File: src/dcq_pkg.sv
// Shared types and codes for the deduplicating call queue.
`default_nettype none
package dcq_pkg;

    typedef enum logic [2:0] {
        OUT_ADDED  = 3'd0,
        OUT_DUP    = 3'd1,
        OUT_FULL   = 3'd2,
        OUT_ZERO   = 3'd3,
        OUT_SERVED = 3'd4,
        OUT_EMPTY  = 3'd5
    } t_outcome;

    typedef enum logic {
        FUNC_CALL  = 1'b0,
        FUNC_SERVE = 1'b1
    } t_func;

    // per-cycle command broadcast to every queue cell
    typedef struct packed {
        logic clr;    // clear match flags
        logic scan;   // advance the match wave one cell
        logic shift;  // move every code one place toward the head
        logic load;   // write the call code into the selected cell
    } t_cell_ctrl;

    localparam int EXT_BITS      = 16;

endpackage
`default_nettype wire

File: src/dcq_cell.sv
// One queue slot: holds a code, passes codes toward the head, ripples the match flag.
`default_nettype none
module dcq_cell #(
    parameter int W = 8
) (
    input  wire                 i_clk,
    input  wire                 i_rst_n,
    input  dcq_pkg::t_cell_ctrl i_ctrl,
    input  wire                 i_sel,
    input  wire  [W-1:0]        i_code,
    input  wire  [W-1:0]        i_next_slot,
    input  wire                 i_hit,
    output logic [W-1:0]        o_slot,
    output logic                o_hit
);
    import dcq_pkg::*;

    logic [W-1:0] r_slot;
    logic         r_hit;

    always_ff @(posedge i_clk) begin
        if (!i_rst_n) begin
            r_slot <= '0;
            r_hit  <= 1'b0;
        end else begin
            if (i_ctrl.clr) begin
                r_hit <= 1'b0;
            end else if (i_ctrl.scan) begin
                r_hit <= i_hit | (r_slot == i_code);
            end
            if (i_ctrl.shift) begin
                r_slot <= i_next_slot;
            end else if (i_ctrl.load && i_sel) begin
                r_slot <= i_code;
            end
        end
    end

    assign o_slot = r_slot;
    assign o_hit  = r_hit;

endmodule
`default_nettype wire

File: src/dedup_call_queue_unit.sv
// Top level of the deduplicating call queue: request sequencer, cell row and result register.
// Each request gives one result. A call with a nonzero code passes through S_SCAN, S_EXEC
// and S_POST, the match flag rippling one cell per cycle down the row of DEPTH cells in
// S_SCAN; a serve or a zero-code call goes straight to S_EXEC. One request is in work at a
// time; a new request is accepted while the previous result waits in the output register.
// Codes are queued in arrival order, code 0 is never stored, a new code for a full queue
// is dropped and a serve on an empty queue changes nothing. Reset clears the whole queue.
`default_nettype none
module dedup_call_queue_unit #(
    parameter int DEPTH     = 12,
    parameter int CODE_BITS = 8
) (
    input  wire         i_clk,
    input  wire         i_rst_n,
    input  wire         i_s_tvalid,
    output logic        o_s_tready,
    input  wire  [7:0]  i_s_tdata,   // code[7:0]
    input  wire         i_s_tuser,   // func
    output logic        o_m_tvalid,
    input  wire         i_m_tready,
    output logic [15:0] o_m_tdata    // head_code[7:0], entry_count[11:8], outcome[14:12], 0
);
    import dcq_pkg::*;

    localparam int FW = $clog2(DEPTH + 1);
    localparam int CW = (DEPTH > 1) ? $clog2(DEPTH) : 1;

    typedef enum logic [1:0] {
        S_IDLE,
        S_SCAN,
        S_EXEC,
        S_POST
    } t_state;

    t_state             r_state;
    logic               r_func;
    logic [CODE_BITS-1:0] r_code;
    logic [FW-1:0]      r_fill;
    logic [CW-1:0]      r_cnt;
    t_outcome           r_outcome;
    logic               r_m_valid;
    logic [15:0]        r_m_data;

    t_cell_ctrl         w_ctrl;
    t_outcome           w_outcome;
    logic [CODE_BITS-1:0] w_slot [DEPTH];
    logic [DEPTH-1:0]   w_hit;
    logic [EXT_BITS-1:0] w_code_ext;
    logic [EXT_BITS-1:0] w_head_ext;
    logic [7:0]         w_fill_ext;
    logic               w_accept;
    logic               w_out_free;

    assign w_accept   = i_s_tvalid && o_s_tready;
    assign w_out_free = !r_m_valid || i_m_tready;
    assign w_code_ext = EXT_BITS'(i_s_tdata);
    assign w_head_ext = EXT_BITS'(w_slot[0]);
    assign w_fill_ext = 8'(r_fill);

    always_comb begin
        w_outcome = OUT_ZERO;
        if (r_func == FUNC_SERVE) begin
            w_outcome = (r_fill == '0) ? OUT_EMPTY : OUT_SERVED;
        end else if (r_code == '0) begin
            w_outcome = OUT_ZERO;
        end else if (w_hit[DEPTH-1]) begin
            w_outcome = OUT_DUP;
        end else if (r_fill == FW'(DEPTH)) begin
            w_outcome = OUT_FULL;
        end else begin
            w_outcome = OUT_ADDED;
        end
    end

    always_comb begin
        w_ctrl.clr   = w_accept;
        w_ctrl.scan  = (r_state == S_SCAN);
        w_ctrl.shift = (r_state == S_EXEC) && (w_outcome == OUT_SERVED);
        w_ctrl.load  = (r_state == S_EXEC) && (w_outcome == OUT_ADDED);
    end

    for (genvar k = 0; k < DEPTH; k++) begin : g_cell
        logic [CODE_BITS-1:0] w_next;
        logic                 w_hit_in;
        if (k == DEPTH - 1) begin : g_last
            assign w_next = '0;
        end else begin : g_mid
            assign w_next = w_slot[k+1];
        end
        if (k == 0) begin : g_first
            assign w_hit_in = 1'b0;
        end else begin : g_rest
            assign w_hit_in = w_hit[k-1];
        end
        dcq_cell #(
            .W (CODE_BITS)
        ) u_cell (
            .i_clk       (i_clk),
            .i_rst_n     (i_rst_n),
            .i_ctrl      (w_ctrl),
            .i_sel       (r_fill == FW'(k)),
            .i_code      (r_code),
            .i_next_slot (w_next),
            .i_hit       (w_hit_in),
            .o_slot      (w_slot[k]),
            .o_hit       (w_hit[k])
        );
    end

    always_ff @(posedge i_clk) begin
        if (!i_rst_n) begin
            r_state   <= S_IDLE;
            r_fill    <= '0;
            r_cnt     <= '0;
            r_m_valid <= 1'b0;
            r_func    <= FUNC_CALL;
            r_code    <= '0;
            r_outcome <= OUT_ZERO;
        end else begin
            if (r_state == S_POST && w_out_free) begin
                r_m_valid <= 1'b1;
            end else if (r_m_valid && i_m_tready) begin
                r_m_valid <= 1'b0;
            end
            case (r_state)
                S_IDLE: begin
                    if (w_accept) begin
                        r_func <= i_s_tuser;
                        r_code <= w_code_ext[CODE_BITS-1:0];
                        r_cnt  <= '0;
                        if (i_s_tuser == FUNC_CALL && w_code_ext[CODE_BITS-1:0] != '0) begin
                            r_state <= S_SCAN;
                        end else begin
                            r_state <= S_EXEC;
                        end
                    end
                end
                S_SCAN: begin
                    r_cnt <= r_cnt + 1'b1;
                    if (r_cnt == CW'(DEPTH - 1)) begin
                        r_state <= S_EXEC;
                    end
                end
                S_EXEC: begin
                    r_outcome <= w_outcome;
                    if (w_outcome == OUT_SERVED) begin
                        r_fill <= r_fill - 1'b1;
                    end else if (w_outcome == OUT_ADDED) begin
                        r_fill <= r_fill + 1'b1;
                    end
                    r_state <= S_POST;
                end
                S_POST: begin
                    if (w_out_free) begin
                        r_m_data  <= {1'b0, r_outcome, w_fill_ext[3:0], w_head_ext[7:0]};
                        r_state   <= S_IDLE;
                    end
                end
                default: begin
                    r_state <= S_IDLE;
                end
            endcase
        end
    end

    assign o_s_tready = (r_state == S_IDLE);
    assign o_m_tvalid = r_m_valid;
    assign o_m_tdata  = r_m_data;

    a_fill_bound: assert property (@(posedge i_clk) disable iff (!i_rst_n)
        r_fill <= FW'(DEPTH))
        else $error("queue fill beyond depth");

    a_head_empty: assert property (@(posedge i_clk) disable iff (!i_rst_n)
        (r_fill == '0) == (w_slot[0] == '0))
        else $error("head code disagrees with fill");

    a_serve_dec: assert property (@(posedge i_clk) disable iff (!i_rst_n)
        (r_state == S_EXEC && w_outcome == OUT_SERVED) |=> (r_fill == $past(r_fill) - 1'b1))
        else $error("serve did not drop fill");

    a_full_drop: assert property (@(posedge i_clk) disable iff (!i_rst_n)
        (r_state == S_EXEC && w_outcome == OUT_FULL) |=> $stable(r_fill))
        else $error("dropped call changed fill");

endmodule
`default_nettype wire

File: config.mk
export PLATFORM = sky130hd
export DESIGN_NAME = dedup_call_queue_unit
export DESIGN_NICKNAME = d
export VERILOG_FILES = /design/src/dcq_pkg.sv /design/src/dcq_cell.sv /design/src/dedup_call_queue_unit.sv
export SDC_FILE = /design/constraint.sdc
export NUM_CORES = 1
export LEC_CHECK = 0
export BUFFER_PORTS_ARGS = -buffer_cell sky130_fd_sc_hd__buf_2
export CELL_PAD_IN_SITES_DETAIL_PLACEMENT = 1
export CELL_PAD_IN_SITES_GLOBAL_PLACEMENT = 2
export CORE_MARGIN = 4
export CORE_UTILIZATION = 35
export DETAILED_ROUTE_END_ITERATION = 16
export PLACE_DENSITY = 0.78
export SLEW_MARGIN = 20
export SYNTH_ARGS = -nofsm -noshare
export SYNTH_HDL_FRONTEND = slang
export SYNTH_HIERARCHICAL = 1
export SYNTH_SLANG_ARGS = --single-unit
File: constraint.sdc
create_clock -name i_clk -period 4.4 [get_ports i_clk]
set_clock_uncertainty 0.05 [all_clocks]
set_input_delay 0.66 -clock i_clk [delete_from_list [all_inputs] [get_ports i_clk]]
set_output_delay 0.66 -clock i_clk [all_outputs]
set_load 0.1 [all_outputs]
==> out/results.tsv <==
stage	metric	value	unit
die	dieArea	0.0247	mm^2
routing	first_pass_iters	4	
die	core	0.0218	mm^2
sta	slew_headroom	44.6	%
hold_path	hold_path.class	register to register	
sta	fmax	413	MHz
global_route	gr-usage-met3	3.19	%
global_route	grt_max_degree	131	
sta	fin_crit_sh	55.0	%
cts	cts_sinks	146	
critical_path	r2r_setup_slack	1.98	ns
cells_and_area	drive_gt1_share	11.4	%
die	chipWidth	157	um
cts	cts_tree	yes	
sta	tns	0	ns
sta	rsz0062_at_grt	no	
cts	clk_latency	0.44	ns
cts	clockRootBuffer	clkbuf_16	
run_status	outcome	finished clean	
global_route	antenna_found_initial	0	
cts	htreeDepth	4	
critical_path	crit_path_start_kind	register	
die	boundaryPins	31	
die	start_util	35.7	%
critical_path	crit_path_end_kind	register	
cells_and_area	syn2layout_area_growth	15.3	%
global_route	overflow	0	
critical_path	crit_type	register to register	
critical_path	crit_fanout	63	
sta	setup_violations	0	
routing	post_drt_wl_per_cell	16.3	um
synth	synth-seq-cells	146	
routing	drt.antenna.violating_nets	0	
critical_path	worstReg2RegEnd	r_fill[2]	
global_route	grt.total_usage	16.8	%
routing	dr_total_vias	6050	
critical_path	critPathArrivalTime	2.72	ns
synth	synth_edf_count	15	
synth	yosysWarnings	6	
die	num_rows	54	
synth	synthArstFlopShare	0	%
cells_and_area	nets	939	
global_route	grtUsageMet2	28.5	%
global_route	gr-usage-met1	21.7	%
cts	postCtsSetupBuffers	0	
placed_design	place.gp.congestion	0.752	
critical_path	cp.required	4.70	ns
placed_design	port_buffers	29	
cts	numCtsBuffers	17	
global_route	gr-max-usage-layer	met2	
placed_design	dp_hpwl	12500	um
cts	path_clk_slew	0.07	ns
power_and_ir_drop	power.density	458	mW/mm^2
cells_and_area	nFillCells	2559	
sta	slew_viol_final	0	
die	die_y	157	um
hold_path	worstHoldStart	r_outcome[1]	
global_route	grt_pass1_vias	6281	
critical_path	r2r_start	r_state[0]	
global_route	grt_first_pass_wirelength	32800	um
run	maxCapViolations	0	
routing	drt_wl_total	19700	um
routing	drtIter0Drc	271	
power_and_ir_drop	design_power_total	4.12	mW
cells_and_area	diodes	0	
power_and_ir_drop	leakage	4.45	nW
sta	hold_violations	0	
cts	clock_path_buffers	2	
synth	ys.flop_type	dfxtp_1	
cts	cts_resized	0	
synth	netlist_area	0.00778	mm^2
synth	synth_cell_types	38	
critical_path	ff2ff_path_depth	8	
synth	synthCells	863	
placed_design	dp_cells	1178	
power_and_ir_drop	ir_worst_vdd	0.000266	V
cells_and_area	fin_cells	1210	
hold_path	hold_depth	0	
synth	syn-mean-instance-area	9.02	um^2
synth	synth_seq_area_share	39.5	%
routing	drc	0	
hold_path	whs_endpoint	o_m_tdata[13]	
sta	tightest_slew	0.831	ns
sta	fin_crit	2.42	ns
routing	routed_via_density	5.00	
sta	whs	0.386	ns
cts	postCtsHoldBufs	0	
where the power goes:
group / internal (mW) / total [mW] / switching [mW] / leakage [nW]
Sequential: 1.43 / 1.49 / 0.0598 / 1.20
Combinational: 0.358 / 1.11 / 0.754 / 2.95
Clock: 0.861 / 1.51 / 0.651 / 0.297
Total: 2.65 / 4.12 / 1.46 / 4.45
routing by layer:
layer  wire length [um]  share of wire [%]  vias up
met3                463                2.4       24
li1                   -                  -     3050
met2               9460                 48       35
met5                  0                  0        -
met4                244                1.2        0
met1               9510                 48     2941
per-stage QoR:
step	setup WS, ns	cell area [um^2]	util, %
5_1_grt	1.73	8980	41.1
4_1_cts	1.76	8980	41.1
2_1_floorplan	1.14	7820	-
3_3_place_gp	1.88	8370	38.3
6_report	1.98	8980	41.1
3_5_place_dp	1.81	8370	38.3
logic make-up (layout without fill, tap and decap cells):
group	count (synthesis)	after routing	share of synthesized area, %
AOI/OAI and AO/OA	138	138	9.64
xor gates and xnor gates	98	98	11.0
adders and majority gates	9	9	1.45
buffers and inverters	27	85	1.48
DFF	146	146	39.5
muxes	100	100	12.9
other	1	10	0.0482
and+or+nand+nor	344	344	24.0
sequential cells by signal, summed over array words and instances, names as in the netlist:
register	flops
g_cell.u_cell/o_slot	96
o_m_tdata	15
g_cell.u_cell/o_hit	12
r_code	8
r_cnt	4
r_fill	4
r_outcome	3
r_state	2
o_m_tvalid	1
r_func	1
synth_stat cells (3+ instances only):
cell | n | share of area [%]
inv_1 | 7 | 0.34
mux2i_1 | 100 | 13
nor4_1 | 28 | 2.3
nand2_2 | 12 | 0.96
nor2_1 | 29 | 1.4
dfxtp_1 | 131 | 34
edfxtp_1 | 15 | 5.8
nand3_1 | 5 | 0.32
nand2b_1 | 17 | 1.4
clkbuf_1 | 14 | 0.68
ha_1 | 9 | 1.4
o21ai_0 | 101 | 6.5
nor2b_1 | 3 | 0.24
xor2_1 | 96 | 11
nand2_1 | 125 | 6.0
a21oi_1 | 28 | 1.8
nor4b_2 | 12 | 2.3
and2_1 | 105 | 8.4
placed cells by master, fill, tap and decap left out, types with 3 or more instances in the layout:
cell type,count
nor2b_1,3
conb_1,10
a21oi_1,28
nor4_1,28
nand2b_1,17
and2_1,105
ha_1,9
clkbuf_16,17
nand2_2,12
o21ai_0,101
nand2_1,125
inv_1,7
nor4b_2,12
dfxtp_1,131
xor2_1,96
buf_4,13
inv_6,7
nor2_1,29
buf_2,29
nand3_1,5
mux2i_1,100
edfxtp_1,15
cell type report:
class	instances	area [um^2]	share of cell area, %
flip-flops and latches	146	3070	34.2
repair buffers	44	274	3.05
inverters	9	33.8	0.376
well taps	280	350	3.90
clock inverters	15	185	2.06
multi-input cells	699	4640	51.7
clock buffers	17	425	4.74
worst max-delay path, stage by stage (launching register included):
cell and delay (ns):
dfxtp_1 0.34, inv_1 0.09, ha_1 0.36, nand2_1 0.18
a21oi_4 0.16, buf_4 0.51, a41oi_4 0.12, or3_1 0.39
a21oi_1 0.14
worst max path at each step:
stage | startpoint | to | slack [ns] | depth (start not counted)
final | r_state[0] | r_fill[2] | 1.98 | 8
after global routing | r_state[0] | r_fill[2] | 1.73 | 8
after CTS | r_state[0] | g_cell[4].u_cell/o_slot[2] | 1.76 | 7
after detailed placement | r_state[0] | g_cell[5].u_cell/o_slot[1] | 1.81 | 7
after global placement | r_state[0] | g_cell[7].u_cell/o_slot[6] | 1.88 | 7
after floorplan | r_fill[0] | r_fill[2] | 1.14 | 6
Note: power is estimated with default switching activity, not from simulation.
